`config.mk`:
```
export PLATFORM = sky130hd
export DESIGN_NAME = fdmd_queue
export DESIGN_NICKNAME = d
export VERILOG_FILES = /design/src/hdl/fdmd_pkg.sv /design/src/hdl/fdmd_queue.sv
export VERILOG_INCLUDE_DIRS = /design/src /design/src/hdl
export SDC_FILE = /design/constraint.sdc
export NUM_CORES = 1
export LEC_CHECK = 0
export BUFFER_PORTS_ARGS = -buffer_cell sky130_fd_sc_hd__buf_2
export CELL_PAD_IN_SITES_DETAIL_PLACEMENT = 1
export CELL_PAD_IN_SITES_GLOBAL_PLACEMENT = 1
export CORE_MARGIN = 3
export CORE_UTILIZATION = 40
export DETAILED_ROUTE_END_ITERATION = 10
export PLACE_DENSITY_LB_ADDON = 0.1
export RECOVER_POWER = 25
export SLEW_MARGIN = 20
export SYNTH_ARGS = -nofsm -noshare
export SYNTH_HDL_FRONTEND = slang
export SYNTH_SLANG_ARGS = --single-unit
```
`constraint.sdc`:
```
create_clock -name clk_i -period 1.15 [get_ports clk_i]
set_input_delay 0.1725 -clock clk_i [delete_from_list [all_inputs] [get_ports clk_i]]
set_output_delay 0.1725 -clock clk_i [all_outputs]
set_load 0.02 [all_outputs]
```
`src/hdl/frame_difference_motion_detector_defines.svh`:
```
// assertion macros shared by the frame difference motion detector rtl
`ifndef FRAME_DIFFERENCE_MOTION_DETECTOR_DEFINES_SVH
`define FRAME_DIFFERENCE_MOTION_DETECTOR_DEFINES_SVH

`ifndef NO_ASSERTIONS
// checked on every clock edge outside reset
`define FDMD_ASSERT(lbl, clk, rst_n, prop, msg) \
  lbl: assert property (@(posedge clk) disable iff (!rst_n) prop) else $error(msg);
// checked on every clock edge, reset included
`define FDMD_ASSERT_ALWAYS(lbl, clk, prop, msg) \
  lbl: assert property (@(posedge clk) prop) else $error(msg);
`else
`define FDMD_ASSERT(lbl, clk, rst_n, prop, msg)
`define FDMD_ASSERT_ALWAYS(lbl, clk, prop, msg)
`endif

`endif

```
`src/hdl/fdmd_pkg.sv`:
```
// types and constants of the frame difference motion detector
`default_nettype none

package fdmd_pkg;

  localparam int MAX_PIXELS = 262144;
  localparam int PIXEL_BITS = 8;
  localparam int ADDR_W     = $clog2(MAX_PIXELS);
  localparam int LEN_W      = ADDR_W + 1;

  localparam int CFG_W   = 19;
  localparam int CNT_W   = 19;
  localparam int RUN_W   = 4;
  localparam int BAND_W  = 8;
  localparam int CFG_IDX_W = 3;

  localparam logic [CNT_W-1:0] COUNT_MAX = '1;
  localparam logic [RUN_W-1:0] RUN_MAX   = '1;

  localparam int QDEPTH  = 4;
  localparam int QPTR_W  = $clog2(QDEPTH);
  localparam int QCNT_W  = $clog2(QDEPTH + 1);

  // configuration register indexes
  localparam logic [CFG_IDX_W-1:0] CFG_FRAME_PIXELS    = 3'd0;
  localparam logic [CFG_IDX_W-1:0] CFG_COUNT_THRESHOLD = 3'd1;
  localparam logic [CFG_IDX_W-1:0] CFG_DETECT_FRAMES   = 3'd2;
  localparam logic [CFG_IDX_W-1:0] CFG_LOST_FRAMES     = 3'd3;
  localparam logic [CFG_IDX_W-1:0] CFG_BAND_LOW        = 3'd4;
  localparam logic [CFG_IDX_W-1:0] CFG_BAND_HIGH       = 3'd5;

  typedef enum logic [1:0] {
    EV_NONE   = 2'd0,
    EV_DETECT = 2'd1,
    EV_LOST   = 2'd2
  } event_e;

  typedef struct packed {
    logic [PIXEL_BITS-1:0] pixel;
    logic                  load_reference;
  } pix_in_t;

  typedef struct packed {
    event_e           event_res;
    logic             motion_active;
    logic [CNT_W-1:0] band_count;
  } result_t;

  typedef struct packed {
    logic [CFG_W-1:0]  frame_pixels;
    logic [CNT_W-1:0]  count_threshold;
    logic [RUN_W-1:0]  detect_frames;
    logic [RUN_W-1:0]  lost_frames;
    logic [BAND_W-1:0] band_low;
    logic [BAND_W-1:0] band_high;
  } cfg_t;

  // one classified pixel as handed from front to back
  typedef struct packed {
    logic in_band;
    logic first;
    logic last;
    logic loading;
  } q_entry_t;

  typedef struct packed {
    logic     push;
    q_entry_t entry;
  } q_push_t;

  typedef struct packed {
    logic              pop;
  } q_pop_t;

  typedef struct packed {
    logic              not_empty;
    logic [QCNT_W-1:0] count;
    q_entry_t          head;
  } q_status_t;

endpackage

`default_nettype wire

```
`src/hdl/fdmd_queue.sv`:
```
// short queue of classified pixels between front and back
`default_nettype none
`include "frame_difference_motion_detector_defines.svh"

module fdmd_queue
  import fdmd_pkg::*;
(
  input  wire logic    clk_i,
  input  wire logic    rst_ni,
  input  wire q_push_t push_i,
  input  wire q_pop_t  pop_i,
  output q_status_t    status_o
);

  q_entry_t          buf_q [QDEPTH];
  logic [QPTR_W-1:0] wr_ptr_q, rd_ptr_q;
  logic [QCNT_W-1:0] count_q, count_d;

  always_comb begin
    count_d = count_q;
    case ({push_i.push, pop_i.pop})
      2'b10:   count_d = count_q + QCNT_W'(1);
      2'b01:   count_d = count_q - QCNT_W'(1);
      default: count_d = count_q;
    endcase
  end

  always_ff @(posedge clk_i or negedge rst_ni) begin
    if (!rst_ni) begin
      wr_ptr_q <= '0;
      rd_ptr_q <= '0;
      count_q  <= '0;
    end else begin
      if (push_i.push) begin
        wr_ptr_q <= wr_ptr_q + QPTR_W'(1);
      end
      if (pop_i.pop) begin
        rd_ptr_q <= rd_ptr_q + QPTR_W'(1);
      end
      count_q <= count_d;
    end
  end

  always_ff @(posedge clk_i) begin
    if (push_i.push) begin
      buf_q[wr_ptr_q] <= push_i.entry;
    end
  end

  always_comb begin
    status_o.not_empty = (count_q != '0);
    status_o.count     = count_q;
    status_o.head      = buf_q[rd_ptr_q];
  end

  `FDMD_ASSERT(a_no_overflow, clk_i, rst_ni, push_i.push && !pop_i.pop |-> count_q != QCNT_W'(QDEPTH), "queue overflow")
  `FDMD_ASSERT(a_no_underflow, clk_i, rst_ni, pop_i.pop |-> count_q != '0, "queue underflow")
  `FDMD_ASSERT_ALWAYS(a_ptr_count, clk_i, (QPTR_W'(count_q) == QPTR_W'(wr_ptr_q - rd_ptr_q)) || !rst_ni, "queue pointers and count disagree")

endmodule

`default_nettype wire

```
==> metrics.md <==
| Metric | Value |
|---|---|
| Status | `complete, but fails checks` |
| Failing checks | `setup timing` |
| Worst min path class | `primary input to flip-flop` |
| R2r endpoint | `count_q[2]` |
| RR Startpoint | `count_q[0]` |
| Worst-skew pair later-pin latency | `310 ps` |
| Core area | `0.002255 mm2` |
| Crit path from | `rd_ptr_q[0]` |
| CTS tree | `built` |
| Fin. Hold Viols | `0` |
| CP delay by family, top | `multiplexers` |
| Total chip power | `3.357 mW` |
| Tcrit/Tclk final | `140.8%` |
| Hold_sp | `push_i[0]` |
| Wire per inst | `14.86 um` |
| Vias | `537` |
| Area Overhead vs Synth | `36.41%` |
| Kind of critical path | `flip-flop to output port` |
| CP peak stage delay | `530 ps` |
| Finished Core Util | `58.21%` |
| Die area | `0.003030 mm2` |
| WP buf/inv | `1` |
| I/O pins | `16` |
| Internal | `2.231 mW` |
| # setup viols final | `8` |
| PwrDens | `2558 mW/mm2` |
| Antenna violations before repair | `0` |
| H-tree depth | `1` |
| # diodes | `0` |
| Pre-CTS setup slack | `-250.3 ps` |
| Hold Path End | `buf_q[1][0]` |
| Reg2reg setup slack | `-310 ps` |
| Yosys reg bits | `23` |
| Clock Path Buffers | `2` |
| Worst hold stages | `1` |
| Reg2reg path depth | `5` |
| Final Wtd Congestion | `0.6796` |
| Relative slew slack | `85.17%` |
| First-pass GRT wire length | `2.559 mm` |
| Clock power frac | `11.1%` |
| Setup TNS Final | `-2859 ps` |
| Sw Share | `33.53%` |
| Maxcap violations | `0` |
| Vias in the first global route | `553` |
| Syn nets | `67` |
| Placed cells | `104` |
| Synth warn | `0` |
| Clk sinks | `23` |
| Nets | `101` |
| Final ANT Viol Nets | `0` |
| FFs w/ async S/R, synth | `30.43%` |
| TritonRoute pass-1 iters | `3` |
| Comb pwr share | `48.7%` |
| Synth top area share | `49.93%` |
| # rows | `17` |
| Largest net degree at the start of global routing | `13` |
| Ratio of cells with drive above 1 in the final layout | `58.14%` |
| Final Non-Filler Cells | `114` |
| Fmax | `617.6 MHz` |
| VDD IR-drop max | `1788 uV` |
| Post-synthesis sequential area ratio | `68.14%` |
| Switching pwr | `1.126 mW` |
| Drt first-iter violations | `6` |
| Final setup margin | `-469.0 ps` |
| Crit-path slowest cell | `mux4_2` |
| Most frequent cells in the layout | `edfxtp_1, buf_6, buf_4, buf_2` |
| GRT Util Overall | `12.51%` |
| Flop pwr share | `40.2%` |
| Via-per-instance ratio | `4.711` |
| Post-synth EDFFs | `16` |
| Minimum clock period | `1619 ps` |
| Mapped cell area | `962.2 um2` |
| Most common cell after layout, fill and taps aside | `edfxtp_1` |
| DPL Wire Length | `1.263 mm` |
| Mapped Cells | `53` |
| Worst EP required | `980 ps` |
| Static Leak | `0.5198 nW` |
| Crit path cell chain | `mux4_2 -> buf_6` |
| Crit path max fanout | `5` |
| Total congestion overflow | `0` |
| Syn Area/Cell | `18.15 um2` |
| Synth unique cells | `15` |
| Final Skew | `5.744 ps` |
| Die H | `55.05 um` |
| Drt total wl | `1.694 mm` |
| Startpoint types | `flip-flop` |
| RSZ-0062 raised after global routing | `yes` |
| Port bufs | `15` |
| Die X | `55.05 um` |
| DRC | `0` |
| Largest area contributor in the netlist | `edfxtp_1` |
| Nature of the critical path endpoint | `output port` |
| Clock root cell | `clkbuf_4` |
| Worst EP arrival | `1450 ps` |
| Initial Util | `42.67%` |
| Dominant cells by area after synthesis | `edfxtp_1, dfrtp_1, mux4_2` |
| Ys flop type | `edfxtp_1` |
| Worst-margin pin slew | `222.4 ps` |
| Slew Limit Fails | `0` |
| Clk slew on worst S/H paths | `130 ps` |
| Num CTS Buffers | `3` |
## sequential cells by signal, summed over array words and instances (netlist names)
signal / flops
buf_q: 16
count_q: 3
rd_ptr_q: 2
wr_ptr_q: 2
## worst max-delay path by stage
| stage | to | depth (start not counted) |
|---|---|---|
| finish | status_o[0] | 2 |
| global route | status_o[0] | 2 |
| CTS | status_o[0] | 2 |
| detailed placement | count_q[2] | 7 |
| global placement | count_q[2] | 7 |
| floorplan | count_q[1] | 2 |
## worst register-to-register path, cell delays in order (launching register included)
cell and delay, ps:
dfrtp_2 450, buf_6 130, fa_2 340, xnor2_1 130
nor2_1 150, xor2_1 190
## cell families (layout without fill, tap and decap cells)
kind of cell	Yosys count	count (layout)	synth area share [%]
compound gates	1	1	0.5197
xor+xnor	6	6	5.463
fa+ha+maj	6	6	8.583
simple gates	8	8	4.421
mux	5	5	10.53
buf+inv	4	37	2.341
flops	23	23	68.14
## what timing repair did
item,4_1_cts,5_1_grt
hold buffers,1,0
resized for setup,23,12
pin swaps,4,3
hold endpoints to repair,7,0
setup endpoints to repair,20,25
buffers inserted,2,3
## final cells by class
cell class              count  area, um2
multi-input cells          26      339.1
well taps                  28      35.03
flip-flops and latches     23      660.6
clock buffers               4      26.28
repair buffers             30      240.2
fillers                   233      942.2
inverters                   3      11.26
## through the flow
stage / instance area [um2] / hold WS (ps)
final: 1313 / 84.87
after global routing: 1313 / 75.78
after CTS: 1247 / 67.10
after detailed placement: 1134 / 21.01
after global placement: 1134 / 23.30
after floorplan: 967.2 / -123.1
## layer usage
layer	part of all wire, %	up-vias	routed length [um]	GRT usage (%)
li1	-	260	-	-
met2	50	13	846	20.67
met5	0	-	0	0
met4	1.0	0	17	6.073
met3	4.1	2	70	2.681
met1	45	262	760	15.51
## cells in the mapped netlist (all sizes together) (2+ instances only)
| cell type | count |
|---|---|
| edfxtp | 16 |
| ha | 5 |
| and2 | 4 |
| dfrtp | 7 |
| nand2 | 2 |
| inv | 3 |
| mux4 | 4 |
| xor2 | 3 |
| xnor2 | 3 |
## power groups by stage
| stage | registers (mW) | clock network [mW] | logic, mW |
|---|---|---|---|
| 2_1_floorplan | 1.36 | 0 | 0.697 |
| 3_3_place_gp | 1.35 | 0 | 1.10 |
| 3_5_place_dp | 1.36 | 0 | 1.13 |
| 4_1_cts | 1.35 | 0.379 | 1.45 |
| 5_1_grt | 1.38 | 0.414 | 1.76 |
| 6_report | 1.35 | 0.373 | 1.64 |
Power figures use the tool's default switching activity.
