===== config.mk =====
export PLATFORM = sky130hd
export DESIGN_NAME = fdmd_back
export DESIGN_NICKNAME = d
export VERILOG_FILES = /design/src/hdl/fdmd_pkg.sv /design/src/hdl/fdmd_back.sv
export VERILOG_INCLUDE_DIRS = /design/src /design/src/hdl
export SDC_FILE = /design/constraint.sdc
export NUM_CORES = 1
export LEC_CHECK = 0
export BUFFER_PORTS_ARGS = -buffer_cell sky130_fd_sc_hd__buf_4
export CAP_MARGIN = 20
export CORE_MARGIN = 2
export CORE_UTILIZATION = 35
export CTS_CLUSTER_DIAMETER = 100
export DETAILED_ROUTE_END_ITERATION = 8
export PLACE_DENSITY_LB_ADDON = 0.08
export SETUP_SLACK_MARGIN = 0.05
export SKIP_CTS_REPAIR_TIMING = 1
export SLEW_MARGIN = 0
export SYNTH_ARGS = -nofsm -noshare
export SYNTH_HDL_FRONTEND = slang
export SYNTH_SLANG_ARGS = --single-unit

===== constraint.sdc =====
create_clock -name clk_i -period 4.1 [get_ports clk_i]
set_input_delay 0.205 -clock clk_i [delete_from_list [all_inputs] [get_ports clk_i]]
set_output_delay 0.205 -clock clk_i [all_outputs]
set_load 0.05 [all_outputs]

===== src/hdl/frame_difference_motion_detector_defines.svh =====
// assertion macros shared by the frame difference motion detector rtl
`ifndef FRAME_DIFFERENCE_MOTION_DETECTOR_DEFINES_SVH
`define FRAME_DIFFERENCE_MOTION_DETECTOR_DEFINES_SVH

`ifndef NO_ASSERTIONS
// checked on every clock edge outside reset
`define FDMD_ASSERT(lbl, clk, rst_n, prop, msg) \
  lbl: assert property (@(posedge clk) disable iff (!rst_n) prop) else $error(msg);
// checked on every clock edge, reset included
`define FDMD_ASSERT_ALWAYS(lbl, clk, prop, msg) \
  lbl: assert property (@(posedge clk) prop) else $error(msg);
`else
`define FDMD_ASSERT(lbl, clk, rst_n, prop, msg)
`define FDMD_ASSERT_ALWAYS(lbl, clk, prop, msg)
`endif

`endif


===== src/hdl/fdmd_pkg.sv =====
// types and constants of the frame difference motion detector
`default_nettype none

package fdmd_pkg;

  localparam int MAX_PIXELS = 262144;
  localparam int PIXEL_BITS = 8;
  localparam int ADDR_W     = $clog2(MAX_PIXELS);
  localparam int LEN_W      = ADDR_W + 1;

  localparam int CFG_W   = 19;
  localparam int CNT_W   = 19;
  localparam int RUN_W   = 4;
  localparam int BAND_W  = 8;
  localparam int CFG_IDX_W = 3;

  localparam logic [CNT_W-1:0] COUNT_MAX = '1;
  localparam logic [RUN_W-1:0] RUN_MAX   = '1;

  localparam int QDEPTH  = 4;
  localparam int QPTR_W  = $clog2(QDEPTH);
  localparam int QCNT_W  = $clog2(QDEPTH + 1);

  // configuration register indexes
  localparam logic [CFG_IDX_W-1:0] CFG_FRAME_PIXELS    = 3'd0;
  localparam logic [CFG_IDX_W-1:0] CFG_COUNT_THRESHOLD = 3'd1;
  localparam logic [CFG_IDX_W-1:0] CFG_DETECT_FRAMES   = 3'd2;
  localparam logic [CFG_IDX_W-1:0] CFG_LOST_FRAMES     = 3'd3;
  localparam logic [CFG_IDX_W-1:0] CFG_BAND_LOW        = 3'd4;
  localparam logic [CFG_IDX_W-1:0] CFG_BAND_HIGH       = 3'd5;

  typedef enum logic [1:0] {
    EV_NONE   = 2'd0,
    EV_DETECT = 2'd1,
    EV_LOST   = 2'd2
  } event_e;

  typedef struct packed {
    logic [PIXEL_BITS-1:0] pixel;
    logic                  load_reference;
  } pix_in_t;

  typedef struct packed {
    event_e           event_res;
    logic             motion_active;
    logic [CNT_W-1:0] band_count;
  } result_t;

  typedef struct packed {
    logic [CFG_W-1:0]  frame_pixels;
    logic [CNT_W-1:0]  count_threshold;
    logic [RUN_W-1:0]  detect_frames;
    logic [RUN_W-1:0]  lost_frames;
    logic [BAND_W-1:0] band_low;
    logic [BAND_W-1:0] band_high;
  } cfg_t;

  // one classified pixel as handed from front to back
  typedef struct packed {
    logic in_band;
    logic first;
    logic last;
    logic loading;
  } q_entry_t;

  typedef struct packed {
    logic     push;
    q_entry_t entry;
  } q_push_t;

  typedef struct packed {
    logic              pop;
  } q_pop_t;

  typedef struct packed {
    logic              not_empty;
    logic [QCNT_W-1:0] count;
    q_entry_t          head;
  } q_status_t;

endpackage

`default_nettype wire


===== src/hdl/fdmd_back.sv =====
// back: band count, frame decision, hysteresis and result register
`default_nettype none
`include "frame_difference_motion_detector_defines.svh"

module fdmd_back
  import fdmd_pkg::*;
(
  input  wire logic      clk_i,
  input  wire logic      rst_ni,
  input  wire cfg_t      cfg_i,
  input  wire q_status_t q_status_i,
  output q_pop_t         q_pop_o,
  output logic           out_valid_o,
  input  wire logic      out_ready_i,
  output result_t        out_data_o
);

  q_entry_t         head;
  logic             out_free;
  logic             makes_result;
  logic             pop;

  logic [CNT_W-1:0] count_q, count_base, count_new;
  logic [RUN_W-1:0] detect_run_q, detect_run_d;
  logic [RUN_W-1:0] lost_run_q, lost_run_d;
  logic             motion_q, motion_d;
  event_e           event_d;
  logic             out_valid_q, out_valid_d;
  result_t          out_q;

  assign head         = q_status_i.head;
  assign out_free     = !out_valid_q || out_ready_i;
  assign makes_result = head.last && !head.loading;
  assign pop          = q_status_i.not_empty && (!makes_result || out_free);
  assign q_pop_o.pop  = pop;

  assign count_base = head.first ? '0 : count_q;
  assign count_new  = (head.in_band && !head.loading && count_base != COUNT_MAX)
                      ? count_base + CNT_W'(1) : count_base;

  // frame decision and hysteresis
  always_comb begin
    detect_run_d = detect_run_q;
    lost_run_d   = lost_run_q;
    motion_d     = motion_q;
    event_d      = EV_NONE;
    if (count_new > cfg_i.count_threshold) begin
      if (!motion_q) begin
        if (detect_run_q != RUN_MAX) begin
          detect_run_d = detect_run_q + RUN_W'(1);
        end
        if (detect_run_d >= cfg_i.detect_frames) begin
          detect_run_d = '0;
          motion_d     = 1'b1;
          event_d      = EV_DETECT;
        end
      end
      lost_run_d = '0;
    end else begin
      if (motion_q) begin
        if (lost_run_q != RUN_MAX) begin
          lost_run_d = lost_run_q + RUN_W'(1);
        end
        if (lost_run_d >= cfg_i.lost_frames) begin
          lost_run_d = '0;
          motion_d   = 1'b0;
          event_d    = EV_LOST;
        end
      end
      detect_run_d = '0;
    end
  end

  always_comb begin
    out_valid_d = out_valid_q;
    if (pop && makes_result) begin
      out_valid_d = 1'b1;
    end else if (out_ready_i) begin
      out_valid_d = 1'b0;
    end
  end

  always_ff @(posedge clk_i or negedge rst_ni) begin
    if (!rst_ni) begin
      count_q      <= '0;
      detect_run_q <= '0;
      lost_run_q   <= '0;
      motion_q     <= 1'b0;
      out_valid_q  <= 1'b0;
    end else begin
      if (pop) begin
        count_q <= count_new;
      end
      if (pop && makes_result) begin
        detect_run_q <= detect_run_d;
        lost_run_q   <= lost_run_d;
        motion_q     <= motion_d;
      end
      out_valid_q <= out_valid_d;
    end
  end

  always_ff @(posedge clk_i) begin
    if (pop && makes_result) begin
      out_q.event_res     <= event_d;
      out_q.motion_active <= motion_d;
      out_q.band_count    <= count_new;
    end
  end

  assign out_valid_o = out_valid_q;
  assign out_data_o  = out_q;

  `FDMD_ASSERT(a_detect_run_idle, clk_i, rst_ni, detect_run_q != '0 |-> !motion_q, "detect run counting while motion active")
  `FDMD_ASSERT(a_lost_run_active, clk_i, rst_ni, lost_run_q != '0 |-> motion_q, "lost run counting while no motion")
  `FDMD_ASSERT(a_event_state, clk_i, rst_ni, out_valid_q && out_q.event_res != EV_NONE |-> out_q.motion_active == (out_q.event_res == EV_DETECT), "event disagrees with motion state")

endmodule

`default_nettype wire


==> flow_summary.ini <==
[run_status]
status = complete, no violations

[floorplan]
std_cell_rows = 36
fp.dieW_um = 103.8
boundaryPins = 97
fp.dieArea_sq_mm = 0.01077
coreArea_sq_mm = 0.009729
initial_utilization_pct = 35.83
die_h_um = 103.8

[power]
powerDensity_mw_per_mm2 = 227.6
p_leak_nw = 1.974
ir_worst_vdd_mv = 0.1204

[timing]
setup_viol = 0
final.min_clock_period_ns = 3.802
tightest_slew_ns = 0.6938
setup_ws_ns = 0.2982
skew_ns = 0.01014
finalCritPeriodShare_pct = 92.73
fmax_mhz = 263.0
relSlewSlack_pct = 53.74
finalHoldViolCount = 0
fin_tns_setup_ns = 0
holdWs_ns = 0.2307
rsz0062_at_grt = no
finalMaxSlewViolations = 0

[synth]
ys_ff_latch = 51
yosysWarnings = 0
synth_top_area_cell = dfrtp_1
synthArstFlopShare_pct = 56.86
synth_top_area_share_pct = 20.82
synth-seq-area-share_pct = 39.77
synthTopCellsByCount = 35 x inv_1, 33 x nand2_1, 30 x ha_1, 29 x dfrtp_1, 26 x nor2_1
synthTopCellsByArea = dfrtp_1 21%, edfxtp_1 19%, ha_1 11%
synth_most_common_cell = inv_1
synth_cell_types = 54
synth_edf_count = 22
synth.cell_area_sq_mm = 0.003486
synth_cells = 372
postSynthAreaPerCell_sq_um = 9.371
ys.flop_type = dfrtp_1
syn_nets = 475

[placed_design]
place_ws_ns = 0.2049
portBuffers = 58
routabilityCongestion = 0.7630
dp.cells = 566
dp_hpwl_um = 6111

[global_route]
grt_start_max_net_pins = 30
grt-ovfl-total = 0
grt_pass1_vias = 2782
grt_first_pass_wirelength_um = 13790
grt_usage_pct = 15.45
antenna_found_initial = 0

[detailed_routing]
drc = 0
route.layer.met1.wl_um = 4002
wl_met2_um = 3701
vias = 2889
vias_per_cell = 4.990
drt-total-wl_um = 8088
routed.top_layer = met4
wl_per_cell_um = 13.97
drt_iter0_drc = 77
antenna_left = 0
wl_met3_um = 315
drt_first_pass_iters = 4

[hold_path]
hp-class = in2reg
min_to = out_valid_o
hold_start = out_ready_i
whs_path_depth = 3

[run]
drv_cap = 0

[cells_and_area]
num_antenna_cells = 0
drive_gt1_share_pct = 22.87
synthToLayoutAreaGrowth_pct = 23.73
nets = 548
stdcell_count = 579

[worst_setup_path]
worst_ep_required_time_ns = 4.17
crit_fanout = 7
rrSetupSlack_ns = 0.30
path_class = reg2reg
r2r_start = count_q[0]
r2r_end = out_data_o[21]
startpoint_type = register
end_kind = register
arrival_ns = 3.87
reg2regPathDepth = 16

[clocking]
clk_path_buf_depth = 2
h-tree-depth = 2
cts_buffers = 5
clk_pin_slew_ns = 0.10
clkLatencyLatePin_ns = 0.30
clockRootBuffer = clkbuf_8
cts_sinks = 51
cts_tree = yes
-- stage by stage --
step | total power (W) | utilization (%) | area, sq um
final | 0.0009815 | 44.33 | 4313
after global routing | 0.001029 | 44.33 | 4313
after CTS | 0.0009977 | 43.52 | 4234
after detailed placement | 0.0006854 | 42.58 | 4143
after global placement | 0.0006830 | 42.58 | 4143
after floorplan | 0.0006214 | - | 3486
-- how the worst max path moves through the flow --
stage | startpoint | end | slack, ns | cells after the start
floorplan | q_status_i[2] | lost_run_q[1] | 0.34 | 18
global placement | count_q[0] | lost_run_q[1] | 0.18 | 16
detailed placement | count_q[0] | lost_run_q[3] | 0.20 | 16
CTS | count_q[0] | lost_run_q[3] | 0.16 | 16
global route | count_q[0] | lost_run_q[2] | 0.07 | 16
finish | count_q[0] | out_data_o[21] | 0.30 | 16
-- layer usage --
metal	global-route usage [%]	vias up
li1	-	1482
met1	21.50	1351
met2	25.40	51
met3	2.580	5
met4	3.282	0
met5	0	-
-- cells by family (layout without fill, tap and decap cells) --
logic type	Yosys count	after routing	share of synthesized area, %
simple gates	145	146	23.15
compound gates	72	72	13.46
flops	51	51	39.77
buf+inv	45	118	5.097
fa+ha+maj	30	30	10.77
xor+xnor	19	19	4.774
mux	10	10	2.979
-- critical path: stages (launching register included) --
cell and delay, ns:
dfrtp_1 0.39, nor2b_1 0.15, ha_1 0.21, and3b_1 0.22, and3_1 0.18, and4_4 0.22
or3_4 0.41, xnor2_1 0.16, ha_1 0.29, nand4_1 0.17, nor3_2 0.27, buf_4 0.16
a21boi_1 0.17, a22oi_2 0.10, buf_4 0.16, buf_4 0.13, and3_1 0.16
-- power by group --
group,internal [W],switching [W]
Combinational,0.0000562,0.0000776
Sequential,0.000538,0.00000263
Clock,0.000137,0.000170
-- layout by cell type (no fill, tap or decap), drive strengths merged, types with 8 or more instances in the layout --
cell type / n
buf: 74
inv: 35
nand2: 33
ha: 30
dfrtp: 29
nor2: 27
o21ai: 25
edfxtp: 22
a21oi: 16
xnor2: 16
nor3: 13
nor2b: 12
nand3: 11
nand2b: 9
nand4: 8
and3: 8
a22o: 8
-- registers in the layout, indices dropped and copies added, names as in the netlist --
name / count
out_valid_o: 1
count_q: 19
lost_run_q: 4
detect_run_q: 4
out_data_o: 22
motion_q: 1
-- cell type report --
cell class | instances | area, sq um
sequential | 51 | 1386
fill | 1005 | 5416
multi-input combinational | 277 | 1972
clock buffer | 7 | 86.33
inverter | 35 | 131.4
timing repair buffer | 75 | 565.5
clock inverter | 1 | 5.005
tap | 133 | 166.4
Note: power is estimated with default switching activity, not from simulation.
